`config.mk`:
```
export PLATFORM = sky130hd
export DESIGN_NAME = elst_cfg
export DESIGN_NICKNAME = d
export VERILOG_FILES = /design/src/rtl/core/elst_pkg.sv /design/src/rtl/core/elst_cfg.sv
export SDC_FILE = /design/constraint.sdc
export NUM_CORES = 1
export LEC_CHECK = 0
export BUFFER_PORTS_ARGS = -buffer_cell sky130_fd_sc_hd__buf_2
export CORE_ASPECT_RATIO = 1.2
export CORE_MARGIN = 1
export CORE_UTILIZATION = 54
export CTS_CLUSTER_SIZE = 24
export DETAILED_ROUTE_END_ITERATION = 16
export GPL_TIMING_DRIVEN = 0
export PLACE_DENSITY = 0.93
export RECOVER_POWER = 50
export SETUP_SLACK_MARGIN = 0.5
export SLEW_MARGIN = 20
export SYNTH_ARGS = -nofsm -noshare
export SYNTH_HDL_FRONTEND = slang
export SYNTH_SLANG_ARGS = --single-unit
```
`constraint.sdc`:
```
create_clock -name i_clk -period 1.7 [get_ports i_clk]
set_input_delay 0.17 -clock i_clk [delete_from_list [all_inputs] [get_ports i_clk]]
set_output_delay 0.17 -clock i_clk [all_outputs]
set_load 0.02 [all_outputs]
```
`src/rtl/core/elst_pkg.sv`:
```
// ----------------------------------------------------------------------------
// elst_pkg
// Shared types, widths and codes for the L2 learning switch table.
// ----------------------------------------------------------------------------
package elst_pkg;

    // table and port sizing
    localparam int TABLE_ENTRIES = 4;
    localparam int MAX_PORTS     = 32;

    // fixed field widths
    localparam int MAC_W      = 48;
    localparam int PORT_W     = 5;
    localparam int MASK_W     = 32;
    localparam int TIME_W     = 32;
    localparam int PCOUNT_W   = 6;
    localparam int ACTION_W   = 2;

    // configuration port
    localparam int DATA_W     = 32;
    localparam int ADDR_W     = 4;
    localparam int REG_IDX_W  = 2;

    localparam logic [REG_IDX_W-1:0] REG_PORT_MASK    = 2'd0;
    localparam logic [REG_IDX_W-1:0] REG_PORTS_IN_USE = 2'd1;
    localparam logic [REG_IDX_W-1:0] REG_LIFETIME     = 2'd2;

    // register reset values
    localparam logic [MASK_W-1:0]   PORT_MASK_RST    = '0;
    localparam logic [PCOUNT_W-1:0] PORTS_IN_USE_RST = PCOUNT_W'(MAX_PORTS);
    localparam logic [TIME_W-1:0]   LIFETIME_RST     = TIME_W'(15000);

    // forwarding decision
    typedef enum logic [ACTION_W-1:0] {
        ACT_UNICAST   = 2'd0,
        ACT_FLOOD     = 2'd1,
        ACT_DROP_SAME = 2'd2,
        ACT_DROP_BAD  = 2'd3
    } t_action;

    // one frame header
    typedef struct packed {
        logic [MAC_W-1:0]  source_mac;
        logic [MAC_W-1:0]  dest_mac;
        logic [PORT_W-1:0] ingress_port;
        logic [TIME_W-1:0] now_ms;
    } t_frame;

    // one forwarding result
    typedef struct packed {
        t_action           action;
        logic [MASK_W-1:0] egress_mask;
        logic              source_learned;
        logic              table_full;
    } t_result;

    // configuration seen by the table
    typedef struct packed {
        logic [MASK_W-1:0] usable;
        logic [TIME_W-1:0] lifetime;
    } t_cfg;

    // lowest set bit of a slot vector, as a one-hot vector
    function automatic logic [TABLE_ENTRIES-1:0] lowest_set(
        input logic [TABLE_ENTRIES-1:0] v
    );
        return v & (~v + TABLE_ENTRIES'(1));
    endfunction

endpackage

```
`src/rtl/core/elst_cfg.sv`:
```
// ----------------------------------------------------------------------------
// elst_cfg
// APB register file: connected mask, ports in use, entry lifetime.
// ----------------------------------------------------------------------------
module elst_cfg import elst_pkg::*; (
    input  logic              i_clk,
    input  logic              i_rst_n,
    input  logic              psel,
    input  logic              penable,
    input  logic              pwrite,
    input  logic [ADDR_W-1:0] paddr,
    input  logic [DATA_W-1:0] pwdata,
    output logic [DATA_W-1:0] prdata,
    output logic              pready,
    output t_cfg              o_cfg
);

    logic [MASK_W-1:0]    r_port_mask;
    logic [PCOUNT_W-1:0]  r_ports_in_use;
    logic [TIME_W-1:0]    r_lifetime;
    logic [REG_IDX_W-1:0] reg_idx;
    logic                 wr_en;
    logic [PCOUNT_W-1:0]  n_ports;

    assign pready  = 1'b1;
    assign reg_idx = paddr[ADDR_W-1:2];
    assign wr_en   = psel & penable & pwrite & pready;

    // register writes
    always_ff @(posedge i_clk) begin
        if (!i_rst_n) begin
            r_port_mask    <= PORT_MASK_RST;
            r_ports_in_use <= PORTS_IN_USE_RST;
            r_lifetime     <= LIFETIME_RST;
        end else if (wr_en) begin
            case (reg_idx)
                REG_PORT_MASK:    r_port_mask    <= pwdata[MASK_W-1:0];
                REG_PORTS_IN_USE: r_ports_in_use <= pwdata[PCOUNT_W-1:0];
                REG_LIFETIME:     r_lifetime     <= pwdata[TIME_W-1:0];
                default: ;
            endcase
        end
    end

    // register reads
    always_comb begin
        case (reg_idx)
            REG_PORT_MASK:    prdata = r_port_mask;
            REG_PORTS_IN_USE: prdata = {{(DATA_W-PCOUNT_W){1'b0}}, r_ports_in_use};
            REG_LIFETIME:     prdata = r_lifetime;
            default:          prdata = '0;
        endcase
    end

    // usable ports: connected and below the clamped port count
    always_comb begin
        n_ports = r_ports_in_use;
        if (n_ports == '0) n_ports = PCOUNT_W'(1);
        if (n_ports > PCOUNT_W'(MAX_PORTS)) n_ports = PCOUNT_W'(MAX_PORTS);
        o_cfg.usable = '0;
        for (int p = 0; p < MAX_PORTS; p++) begin
            o_cfg.usable[p] = r_port_mask[p] & (PCOUNT_W'(p) < n_ports);
        end
        o_cfg.lifetime = r_lifetime;
    end

endmodule

```
==> results.json <==
{
  "status": "finished, violations left",
  "violations": "negative setup slack",
  "netlist_area_sq_um": 3770,
  "period_share": 1.08,
  "synthesis.nets": 475,
  "powerDensity_nw_per_um2": 600,
  "fin_crit_ns": 1.84,
  "final_area_sq_um": 5820,
  "start_util": 0.556,
  "layout_commonest_cell": "nand2_1",
  "ys_types": 36,
  "slowest_stage": "dfxtp_2",
  "drtIter0Drc": 624,
  "finalSetupViolCount": 26,
  "fp-row-count": 33,
  "cp-start-kind": "flip-flop",
  "final_cell_mix": "102 x nand2_1, 92 x mux2i_1, 69 x buf_4, 54 x dfxtp_2, 53 x buf_2",
  "ys_warn_count": 0,
  "fin_cells": 712,
  "synth_seq_cells": 70,
  "wl_per_cell_microns": 25.2,
  "crit_fanout": 6,
  "die_w_microns": 78.3,
  "p_leak_nw": 2.57,
  "tightest_slew_ns": 0.675,
  "dp.cells": 652,
  "area_delta_synth_final_pct": 54.4,
  "relSlewSlack": 0.550,
  "nets": 662,
  "ys_seq_area_frac": 0.372,
  "critical_path_arrival_ns": 1.67,
  "drtPass1Iterations": 5,
  "routed_wirelength_microns": 18000,
  "max_freq_mhz": 544,
  "antenna_left": 0,
  "grt_first_pass_wirelength_microns": 21700,
  "num-fill-cells": 295,
  "syn_inst": 434,
  "setup-tns-final_ns": -2.09,
  "cts_tree": "yes",
  "rsz0062_at_grt": "true",
  "cp-end-kind": "output port",
  "peakVddDrop_mv": 0.758,
  "die_y_microns": 93.5,
  "max_cap_viol_count": 0,
  "crit_family": "buffers and inverters",
  "io_buffers": 131,
  "cp_cell_sequence": "buf_6 -> and3b_1 -> buf_6 -> o311a_4 -> buf_6",
  "hold_buffers": 0,
  "io_pins": 138,
  "path_depth": 5,
  "placed_area_sq_um": 4690,
  "r2r_cells": 7,
  "hold_class": "input pin to flip-flop",
  "grtUsageTotal": 0.400,
  "clockBufferDepth": 2,
  "cts-root-buf": "clkbuf_8",
  "grt_overflow_total": 0,
  "die-area_sq_um": 7320,
  "required_ns": 1.53,
  "crit_path_frequent_cell": "buf_6",
  "post-route-drc-count": 0,
  "worstSetupStartpoint": "r_ports_in_use[5]$_SDFFE_PN1P_",
  "avgSynthCellArea_sq_um": 8.68,
  "hold_viol_final": 0,
  "cts_buffers": 9,
  "clkLatencyLatePin_ns": 0.36,
  "post-route-util": 0.859,
  "dpl.hpwl_microns": 8360,
  "clk_pin_slew_ns": 0.08,
  "multi_input_area_sq_um": 2380,
  "antenna_found_initial": 0,
  "r2r_start": "r_ports_in_use[5]$_SDFFE_PN1P_",
  "finClkSkew_ns": 0,
  "rrSetupSlack_ns": 0.37,
  "core_area_sq_um": 6770,
  "cp-endpoint": "o_cfg[50]",
  "worstSetupPathType": "flip-flop to output port",
  "cts.sinks": 70,
  "seqCellArea_sq_um": 1490,
  "via_per_inst": 6.51,
  "htreeDepth": 3,
  "slowest_delay_ns": 0.35,
  "diodes": 0,
  "fin_ws_ns": -0.138,
  "final_layout_size_suffix_gt1_frac": 0.510,
  "vias": 4633,
  "gp_congestion": 0.968,
  "r2r_end": "r_ports_in_use[5]$_SDFFE_PN1P_",
  "grt_max_degree": 12,
  "holdPathStages": 3,
  "grt_pass1_vias": 4042,
  "maxSlewViolCount": 0,
  "crit_buf_inv": 3
}
power breakdown:
group / leakage [nW] / internal, mW / switching, mW / total (mW)
Sequential: 0.591 / 1.66 / 0.0233 / 1.68
Clock: 0.0910 / 0.594 / 0.687 / 1.28
Combinational: 1.89 / 0.205 / 0.321 / 0.526
what timing repair did:
item	4_1_cts	5_1_grt
endpoints found under the setup margin	63	63
endpoints found under the hold margin	0	0
pin swaps	13	21
gates resized for setup	128	136
cloned	2	1
setup buffers	17	25
metrics by stage:
stage	power, mW	setup WS, ns	hold WS (ns)
finish	3.49	-0.138	0.0696
global route	3.53	-0.135	0.0897
detailed placement	2.13	-0.0433	0.439
CTS	3.33	-0.0322	0.0749
floorplan	1.98	0.400	0.312
global placement	2.12	-0.0337	0.431
tightest hold or removal path: stages:
cell     delay, ns
buf_2         0.09
nand2_1       0.07
mux2i_1       0.07
layout make-up:
| class | instances | area share |
|---|---|---|
| buffer | 41 | 0.0600 |
| multi-input combinational | 316 | 0.410 |
| timing repair buffer | 176 | 0.221 |
| clock buffer | 11 | 0.0260 |
| tap | 87 | 0.0187 |
| inverter | 7 | 0.00452 |
| sequential | 70 | 0.256 |
| clock inverter | 4 | 0.00387 |
sequential cells by signal, summed over array words and instances, names as in the netlist:
| signal | flops |
|---|---|
| r_lifetime | 32 |
| r_ports_in_use | 6 |
| r_port_mask | 32 |
synth_stat cells, drive strengths merged:
| master | instances | area share |
|---|---|---|
| nand3b | 1 | 0.0020 |
| o21ai | 10 | 0.013 |
| and3 | 2 | 0.0047 |
| nor3 | 2 | 0.0027 |
| o31a | 2 | 0.0047 |
| nor3b | 3 | 0.0090 |
| nand2 | 106 | 0.11 |
| a21boi | 12 | 0.024 |
| o21a | 7 | 0.014 |
| nand3 | 9 | 0.012 |
| nor2 | 35 | 0.035 |
| dfxtp | 70 | 0.37 |
| inv | 7 | 0.0070 |
| and2 | 4 | 0.0073 |
| mux2i | 95 | 0.25 |
| a21oi | 5 | 0.0066 |
| clkbuf | 16 | 0.016 |
| a21o | 1 | 0.0020 |
| o311a | 1 | 0.0027 |
| or2 | 2 | 0.0033 |
| nand2b | 1 | 0.0017 |
| buf | 25 | 0.059 |
| conb | 1 | 0.0010 |
| and3b | 1 | 0.0023 |
| a31oi | 1 | 0.0017 |
| nor2b | 8 | 0.015 |
| o211ai | 7 | 0.023 |
how the worst min path moves through the flow:
stage / startpoint / end / slack, ns
floorplan: pwdata[11] / r_port_mask[11]$_SDFFE_PN0P_ / 0.31
global placement: pwdata[12] / r_port_mask[12]$_SDFFE_PN0P_ / 0.43
detailed placement: pwdata[4] / r_lifetime[4]$_SDFFE_PN1P_ / 0.44
CTS: pwdata[11] / r_port_mask[11]$_SDFFE_PN0P_ / 0.07
global route: pwdata[31] / r_lifetime[31]$_SDFFE_PN0P_ / 0.09
finish: pwdata[21] / r_port_mask[21]$_SDFFE_PN0P_ / 0.07
logic make-up (layout without fill, tap and decap cells):
group                  count (synthesis)  in the layout  share of synthesized area
AO/OA/AOI/OAI                         46             46                     0.0920
other                                  1              1                   0.000995
AND/OR/NAND/NOR                      174            174                      0.201
flip-flops                            70             70                      0.372
buffers and inverters                 48            239                     0.0820
multiplexers                          95             95                      0.252
per-layer routing:
metal / GRT usage / vias up / part of all wire
li1: - / 1819 / -
met3: 0.0937 / 182 / 0.099
met1: 0.441 / 2172 / 0.35
met4: 0.326 / 0 / 0.097
met2: 0.655 / 460 / 0.45
met5: 0 / - / 0
(Power assumes the default switching activity.)
