`src/rtl/core/elst_pkg.sv`:
```
// ----------------------------------------------------------------------------
// elst_pkg
// Shared types, widths and codes for the L2 learning switch table.
// ----------------------------------------------------------------------------
package elst_pkg;

    // table and port sizing
    localparam int TABLE_ENTRIES = 4;
    localparam int MAX_PORTS     = 32;

    // fixed field widths
    localparam int MAC_W      = 48;
    localparam int PORT_W     = 5;
    localparam int MASK_W     = 32;
    localparam int TIME_W     = 32;
    localparam int PCOUNT_W   = 6;
    localparam int ACTION_W   = 2;

    // configuration port
    localparam int DATA_W     = 32;
    localparam int ADDR_W     = 4;
    localparam int REG_IDX_W  = 2;

    localparam logic [REG_IDX_W-1:0] REG_PORT_MASK    = 2'd0;
    localparam logic [REG_IDX_W-1:0] REG_PORTS_IN_USE = 2'd1;
    localparam logic [REG_IDX_W-1:0] REG_LIFETIME     = 2'd2;

    // register reset values
    localparam logic [MASK_W-1:0]   PORT_MASK_RST    = '0;
    localparam logic [PCOUNT_W-1:0] PORTS_IN_USE_RST = PCOUNT_W'(MAX_PORTS);
    localparam logic [TIME_W-1:0]   LIFETIME_RST     = TIME_W'(15000);

    // forwarding decision
    typedef enum logic [ACTION_W-1:0] {
        ACT_UNICAST   = 2'd0,
        ACT_FLOOD     = 2'd1,
        ACT_DROP_SAME = 2'd2,
        ACT_DROP_BAD  = 2'd3
    } t_action;

    // one frame header
    typedef struct packed {
        logic [MAC_W-1:0]  source_mac;
        logic [MAC_W-1:0]  dest_mac;
        logic [PORT_W-1:0] ingress_port;
        logic [TIME_W-1:0] now_ms;
    } t_frame;

    // one forwarding result
    typedef struct packed {
        t_action           action;
        logic [MASK_W-1:0] egress_mask;
        logic              source_learned;
        logic              table_full;
    } t_result;

    // configuration seen by the table
    typedef struct packed {
        logic [MASK_W-1:0] usable;
        logic [TIME_W-1:0] lifetime;
    } t_cfg;

    // lowest set bit of a slot vector, as a one-hot vector
    function automatic logic [TABLE_ENTRIES-1:0] lowest_set(
        input logic [TABLE_ENTRIES-1:0] v
    );
        return v & (~v + TABLE_ENTRIES'(1));
    endfunction

endpackage

```
`src/rtl/core/elst_table.sv`:
```
// ----------------------------------------------------------------------------
// elst_table
// MAC table with parallel compare: learns the source, then forwards on dest.
// ----------------------------------------------------------------------------
module elst_table import elst_pkg::*; (
    input  logic    i_clk,
    input  logic    i_rst_n,
    input  t_cfg    i_cfg,
    input  t_frame  i_item,
    input  logic    i_fire,
    output t_result o_res
);

    // table storage; only valid entries are ever looked at
    logic                r_valid [TABLE_ENTRIES];
    logic [MAC_W-1:0]    r_mac   [TABLE_ENTRIES];
    logic [PORT_W-1:0]   r_port  [TABLE_ENTRIES];
    logic [TIME_W-1:0]   r_stamp [TABLE_ENTRIES];
    logic                n_valid [TABLE_ENTRIES];

    logic [MASK_W-1:0]        ingress_bit;
    logic                     ingress_ok;
    logic [TABLE_ENTRIES-1:0] src_hit, dst_hit, free_slot, expired;
    logic [TABLE_ENTRIES-1:0] hit_oh, free_oh, exp_oh, wr_oh;
    logic [TABLE_ENTRIES-1:0] dst_match, dst_oh;
    logic                     learn_ok;
    logic                     d_any, d_exp;
    logic [PORT_W-1:0]        d_port;
    logic                     invalidate;

    assign ingress_bit = MASK_W'(1) << i_item.ingress_port;
    assign ingress_ok  = i_cfg.usable[i_item.ingress_port];

    // per-entry compares and ages
    always_comb begin
        for (int i = 0; i < TABLE_ENTRIES; i++) begin
            src_hit[i]   = r_valid[i] && (r_mac[i] == i_item.source_mac);
            dst_hit[i]   = r_valid[i] && (r_mac[i] == i_item.dest_mac);
            free_slot[i] = !r_valid[i];
            expired[i]   = TIME_W'(i_item.now_ms - r_stamp[i]) > i_cfg.lifetime;
        end
    end

    // learn slot: existing entry, else lowest free, else lowest expired
    assign hit_oh   = lowest_set(src_hit);
    assign free_oh  = lowest_set(free_slot);
    assign exp_oh   = lowest_set(expired);
    assign learn_ok = |src_hit || |free_slot || |expired;
    assign wr_oh    = !ingress_ok ? '0 :
                      |src_hit    ? hit_oh :
                      |free_slot  ? free_oh : exp_oh;

    // dest lookup on the table as it stands after learning
    always_comb begin
        for (int i = 0; i < TABLE_ENTRIES; i++) begin
            dst_match[i] = wr_oh[i] ? (i_item.source_mac == i_item.dest_mac)
                                    : dst_hit[i];
        end
    end
    assign dst_oh = lowest_set(dst_match);
    assign d_any  = |dst_match;

    // fields of the matching entry; a freshly written entry has age zero
    always_comb begin
        d_exp  = 1'b0;
        d_port = '0;
        for (int i = 0; i < TABLE_ENTRIES; i++) begin
            if (dst_oh[i]) begin
                d_exp  = expired[i] && !wr_oh[i];
                d_port = wr_oh[i] ? i_item.ingress_port : r_port[i];
            end
        end
    end

    assign invalidate = i_fire && ingress_ok && d_any && d_exp;

    // forwarding decision
    always_comb begin
        o_res.action         = ACT_DROP_BAD;
        o_res.egress_mask    = '0;
        o_res.source_learned = 1'b0;
        o_res.table_full     = 1'b0;
        if (ingress_ok) begin
            o_res.source_learned = learn_ok;
            o_res.table_full     = !learn_ok;
            if (!d_any || d_exp || !i_cfg.usable[d_port]) begin
                o_res.action      = ACT_FLOOD;
                o_res.egress_mask = i_cfg.usable & ~ingress_bit;
            end else if (d_port == i_item.ingress_port) begin
                o_res.action = ACT_DROP_SAME;
            end else begin
                o_res.action      = ACT_UNICAST;
                o_res.egress_mask = MASK_W'(1) << d_port;
            end
        end
    end

    // valid bits: set on learn, cleared when a stale dest entry is hit
    always_comb begin
        for (int i = 0; i < TABLE_ENTRIES; i++) begin
            n_valid[i] = r_valid[i];
            if (i_fire && wr_oh[i]) n_valid[i] = 1'b1;
            if (invalidate && dst_oh[i]) n_valid[i] = 1'b0;
        end
    end

    always_ff @(posedge i_clk) begin
        for (int i = 0; i < TABLE_ENTRIES; i++) begin
            if (!i_rst_n) begin
                r_valid[i] <= 1'b0;
            end else begin
                r_valid[i] <= n_valid[i];
            end
        end
    end

    // entry contents
    always_ff @(posedge i_clk) begin
        for (int i = 0; i < TABLE_ENTRIES; i++) begin
            if (i_fire && wr_oh[i]) begin
                r_mac[i]   <= i_item.source_mac;
                r_port[i]  <= i_item.ingress_port;
                r_stamp[i] <= i_item.now_ms;
            end
        end
    end

endmodule

```
`config.mk`:
```
export PLATFORM = sky130hd
export DESIGN_NAME = elst_table
export DESIGN_NICKNAME = d
export VERILOG_FILES = /design/src/rtl/core/elst_pkg.sv /design/src/rtl/core/elst_table.sv
export SDC_FILE = /design/constraint.sdc
export NUM_CORES = 1
export LEC_CHECK = 0
export BUFFER_PORTS_ARGS = -buffer_cell sky130_fd_sc_hd__buf_2
export CORE_UTILIZATION = 40
export CTS_CLUSTER_DIAMETER = 50
export DETAILED_ROUTE_END_ITERATION = 16
export MAX_ROUTING_LAYER = met4
export SLEW_MARGIN = 20
export SYNTH_ARGS = -nofsm -noshare
export SYNTH_HDL_FRONTEND = slang
export SYNTH_SLANG_ARGS = --single-unit
```
`constraint.sdc`:
```
create_clock -name i_clk -period 20.3 [get_ports i_clk]
set_clock_uncertainty 0.2 [all_clocks]
set_input_delay 4.06 -clock i_clk [delete_from_list [all_inputs] [get_ports i_clk]]
set_output_delay 4.06 -clock i_clk [all_outputs]
set_load 0.01 [all_outputs]
```
==> results.cfg, run 1 <==
[floorplanning]
io_pins = 236
die_w_um = 266
row_count = 96
dieHeight_um = 266
start_util_pct = 40.5
die_area_um2 = 70800
core_area_um2 = 68800

[yosys]
ys_warn_count = 0
synth_area_um2 = 27900
synthTopCellsByCount = edfxtp_1 (340), xnor2_1 (288), ha_1 (252), inv_1 (223), xor2_1 (207)
synth_top_area_share_pct = 36.6
synth_cell_types = 99
synth_flop_cell = edfxtp_1
syn_nets = 3283
yosysTopAreaCell = edfxtp_1
syn_avg_cell_area_um2 = 9.87
ys_seq_elements = 344
yosysMostFrequentCell = edfxtp_1
seq_area_frac_synth_pct = 36.9
synthArstFlopShare_pct = 0
synthCells = 2827
ys_top_cells_by_area = edfxtp_1 (37%), ha_1 (11%), xnor2_1 (9.0%)
synth-edff-count = 340

[cells_and_area]
areaGrowthSynthToFinish_pct = 14.9
nNetsFinal = 3479
nFillCells = 6544
drive_gt1_share_pct = 13.2
fin_area_um2 = 32000
finalCoreUtilization_pct = 46.5

[critical_path]
critPathLaunchType = input pin
rrSetupSlack_ns = 10.92
cp-end-kind = output pin
cp.arrival_ns = 14.66
crit_top_cell = a21oi_1
critPathMaxStageDelay_ns = 0.80
slowest_stage = a221o_1
worst-path-max-fanout = 32
path_class = in -> out
critical_path_required_ns = 16.04

[cts]
cts_tree = built
clk_pin_slew_ns = 0.05
post_cts_resized = 0
cts_sinks = 344
clockBufferDepth = 3
cts_buffers = 61
cts_hold_buf = 0
cts-root-buf = clkbuf_16
htree_levels = 2
insertion_delay_ns = 0.64
post-cts-setup-buffers = 0

[global_routing]
grt_max_degree = 55
grt_pass1_vias = 23500
grtUsageTotal_pct = 32.8
grt_overflow = 0
antenna_found_initial = 5
grt_first_pass_wirelength_mm = 162

[sta]
fin_crit_sh_pct = 93.2
worstMarginPinSlew_ns = 1.22
setup_tns_ns = 0
fin_crit_ns = 18.92
setup_slack_ns = 1.38
finalHoldViolations = 0
slew_headroom_pct = 18.0
fmax_ghz = 0.0529
setup_viol = 0
grt_setup_unrepaired = no
drv_slew = 0

[placement]
portBuffers = 235
place_area_um2 = 29900
gp_congestion = 1.04
dpl_worst_slack_ns = 1.43
place_hpwl_mm = 91.3

[power_and_ir_drop]
ir_worst_vdd_mv = 0.0737
power.share.combinational_pct = 21.2
p_seq_share_pct = 33.6
clkPwrFrac_pct = 45.1
internal_power_mw = 1.69
swShare_pct = 30.1
switching_power_uw = 728
power.density_nw_per_um2 = 75.6
leakagePower_nw = 12.6

[routing]
initialDrtViolationCount = 1787
first_pass_iters = 5
via_per_inst = 5.89
post-route-drc-count = 0
vias = 23600
avgRoutedWirePerCell_um = 28.5
finalWirelength_mm = 114
final_antenna_net_count = 0

[flow_run]
cap_violations = 0

[outcome]
outcome = finished clean

[worst_hold_path]
hold_path.class = reg -> reg
==> routing by layer <==
layer	vias to the layer above	wire length [um]	track usage [%]
met2	853	56400	55.8
met4	0	7820	19.6
li1	10800	-	-
met3	230	5370	3.61
met1	11700	44500	37.1
met5	-	0	-
==> power by group through the flow <==
stage | Clock, mW | Combinational [mW] | Sequential (mW)
floorplan | 0 | 0.328 | 0.828
CTS | 1.11 | 0.512 | 0.814
detailed placement | 0 | 0.509 | 0.828
global placement | 0 | 0.501 | 0.828
finish | 1.09 | 0.514 | 0.815
global route | 1.14 | 0.558 | 0.815
==> cell type report <==
type | count | area [um2] | share of cell area (%)
multi-input combinational | 2139 | 16300 | 50.8
sequential | 344 | 10300 | 32.1
clock buffer | 70 | 1600 | 5.00
timing repair buffer | 253 | 1310 | 4.09
tap | 931 | 1160 | 3.64
inverter | 224 | 841 | 2.62
clock inverter | 45 | 542 | 1.69
antenna | 2 | 5.00 | 0.0156
==> worst paths after layout <==
path / startpoint / to / depth (start not counted)
worst max register to register: r_stamp[0][0] / r_valid[1] / 33
worst min-delay path: r_valid[3] / r_valid[3] / 2
worst max-delay path: i_item[0] / o_res[10] / 38
worst min register to register: r_valid[3] / r_valid[3] / 2
==> through the flow <==
| step | power, mW | cells | hold slack [ns] |
|---|---|---|---|
| 6_report | 2.42 | 4008 | 0.526 |
| 5_1_grt | 2.51 | 4007 | 0.575 |
| 4_1_cts | 2.44 | 4006 | 0.532 |
| 3_5_place_dp | 1.34 | 3891 | 0.522 |
| 3_3_place_gp | 1.33 | 3891 | 0.501 |
| 2_1_floorplan | 1.16 | 2827 | 0.351 |
==> sequential cells by signal, indices dropped and copies added (netlist names) <==
name and cells:
r_mac 192, r_port 20, r_stamp 128, r_valid 4
==> critical path: cells and delay by family <==
kind                     cells  cell delay, ns
AO/OA/AOI/OAI               19            5.20
XOR/XNOR                     1            0.09
multiplexers                 3            1.11
buffers and inverters        4            0.48
adder cells (fa/ha/maj)      3            0.91
AND/OR/NAND/NOR              8            2.76
==> layout by cell type, fill, tap and decap left out, types with 27 or more instances in the layout <==
master	instances
nand2_1	112
clkbuf_16	63
edfxtp_1	340
nor2_1	134
buf_2	235
o21a_1	27
xnor2_1	288
nor2b_1	34
ha_1	252
nor3_1	63
o21ai_0	96
inv_1	223
o22ai_1	46
nand3_1	79
nand2b_1	71
xor2_1	207
a21oi_1	121
nor4_1	62
mux2i_1	40
nand4_1	111
==> logic make-up (layout without fill, tap and decap cells) <==
family                   after synthesis  after routing  share of synthesized area, %
multiplexers                          56             56                          2.38
AND/OR/NAND/NOR                      828            828                          16.5
other                                  0              2                             0
XOR/XNOR                             495            495                          15.5
adder cells (fa/ha/maj)              256            256                          11.6
buffers and inverters                344            592                          4.87
flip-flops                           344            344                          36.9
AO/OA/AOI/OAI                        504            504                          12.2
No activity file was read; power rests on OpenSTA's default activity.
==> inputs of run 2 (changes only) <==
- CORE_UTILIZATION: 40 -> 45
- GPL_TIMING_DRIVEN: not set -> 0
==> results.cfg, run 2 (synthesis gave the netlist of run 1 again) <==
[outcome]
outcome = finished clean

[cells_and_area]
layout_commonest_cell = edfxtp_1
areaGrowthSynthToFinish_pct = 14.9
instances_no_fill = 3939
nNetsFinal = 3559
finalCoreUtilization_pct = 52.7
largest_reg_flops = 192
largestRegisters = r_mac: 192 flops, r_stamp: 128 flops, r_port: 20 flops
final_cell_mix = edfxtp_1 (340), xnor2_1 (288), ha_1 (252), inv_1 (223), buf_2 (218)
top_register = r_mac
drive_gt1_share_pct = 12.4
nFillCells = 5613

[critical_path]
path_class = in -> out
rrSetupSlack_ns = 10.55
worst-path-max-fanout = 12
timing.rr.end = r_valid[1]
critPathMaxStageDelay_ns = 0.69
ff2ff_path_depth = 33
cp.arrival_ns = 15.17
slowest_stage = o311ai_4
critical_path_required_ns = 16.04
cp-end-kind = output pin
rr_startpoint = r_stamp[2][1]
critPathLaunchType = input pin

[routing]
via_per_inst = 6.11
post-route-drc-count = 0
initialDrtViolationCount = 2156
final_antenna_net_count = 0
avgRoutedWirePerCell_um = 27.3
vias = 24100
finalWirelength_mm = 108
first_pass_iters = 7

[placement]
dpl_worst_slack_ns = 0.416
place_hpwl_mm = 88.2
gp_congestion = 1.04
portBuffers = 188
dpl.cell_count = 3826

[floorplanning]
start_util_pct = 45.9
core_area_um2 = 60800
io_pins = 236
row_count = 90
die_w_um = 251
dieHeight_um = 251
die_area_um2 = 63000

[cts]
cts_buffers = 57
cts_sinks = 344
clockBufferDepth = 3
clk_pin_slew_ns = 0.05
post-cts-setup-buffers = 0
htree_levels = 2
post_cts_resized = 0
cts-root-buf = clkbuf_16
cts_tree = built
insertion_delay_ns = 0.63
cts_hold_buf = 0

[global_routing]
grtUsageTotal_pct = 34.7
antenna_found_initial = 7
grt_max_degree = 26
grt_first_pass_wirelength_mm = 155
grt_pass1_vias = 24000
grt_overflow = 0

[power_and_ir_drop]
power_mw = 2.27
power.density_nw_per_um2 = 70.9
ir_worst_vdd_mv = 0.0617
leakagePower_nw = 12.5

[worst_hold_path]
min_path_cells = 2
hold_path.class = reg -> reg
hold_path_end = r_valid[3]
worstHoldStart = r_valid[3]

[sta]
fin_crit_ns = 19.43
setup_viol = 0
slew_headroom_pct = 18.4
drv_slew = 0
whs_ns = 0.453
finalHoldViolations = 0
setup_slack_ns = 0.872
worstMarginPinSlew_ns = 1.21
fmax_ghz = 0.0515
grt_setup_unrepaired = no
fin_crit_sh_pct = 95.7

[flow_run]
cap_violations = 0
==> run 2: where the power goes <==
part | switching [mW] | total, mW | internal (mW)
logic | 0.332 | 0.525 | 0.194
registers | 0.0103 | 0.812 | 0.802
clock network | 0.389 | 0.932 | 0.543
total | 0.731 | 2.27 | 1.54
==> run 2: final cells by class <==
class	instances	area [um2]	area share [%]
clock buffer	66	1480	4.62
multi-input combinational	2139	16300	50.9
timing repair buffer	217	1280	4.00
clock inverter	40	327	1.02
antenna	7	17.5	0.0547
tap	782	978	3.05
sequential	344	10300	32.1
inverter	224	841	2.62
buffer	120	517	1.61
==> run 2: worst max path at each step <==
stage	cells after the start	startpoint	to	slack, ns
after floorplan	29	i_item[0]	r_valid[0]	1.82
after global placement	30	i_item[0]	r_valid[0]	-6.20
after detailed placement	37	i_item[1]	o_res[30]	0.42
after CTS	37	i_item[1]	o_res[30]	0.41
after global routing	37	i_item[1]	o_res[30]	0.12
final	37	i_item[1]	o_res[18]	0.87
==> run 2: worst max-delay path: cells and delay by family <==
| kind | cells | cell delay (ns) |
|---|---|---|
| AO/OA/AOI/OAI | 17 | 5.60 |
| multiplexers | 4 | 1.17 |
| buffers and inverters | 4 | 1.27 |
| AND/OR/NAND/NOR | 9 | 2.26 |
| XOR/XNOR | 1 | 0.16 |
| adder cells (fa/ha/maj) | 2 | 0.62 |
==> run 2: through the flow <==
stage                     TNS (ns)  instance area (um2)
after global placement     -510.98                29800
after detailed placement         0                30200
final                            0                32000
after floorplan                  0                27900
after CTS                        0                32000
after global routing             0                32000
==> run 2: layer usage <==
metal | share of wire [%] | vias up | GRT usage [%] | routed length (um)
met4 | 5.7 | 0 | 17.7 | 6150
met5 | 0 | - | - | 0
met1 | 40 | 11800 | 41.8 | 42900
met3 | 6.3 | 241 | 3.81 | 6740
met2 | 48 | 1027 | 57.6 | 51700
li1 | - | 11000 | - | -
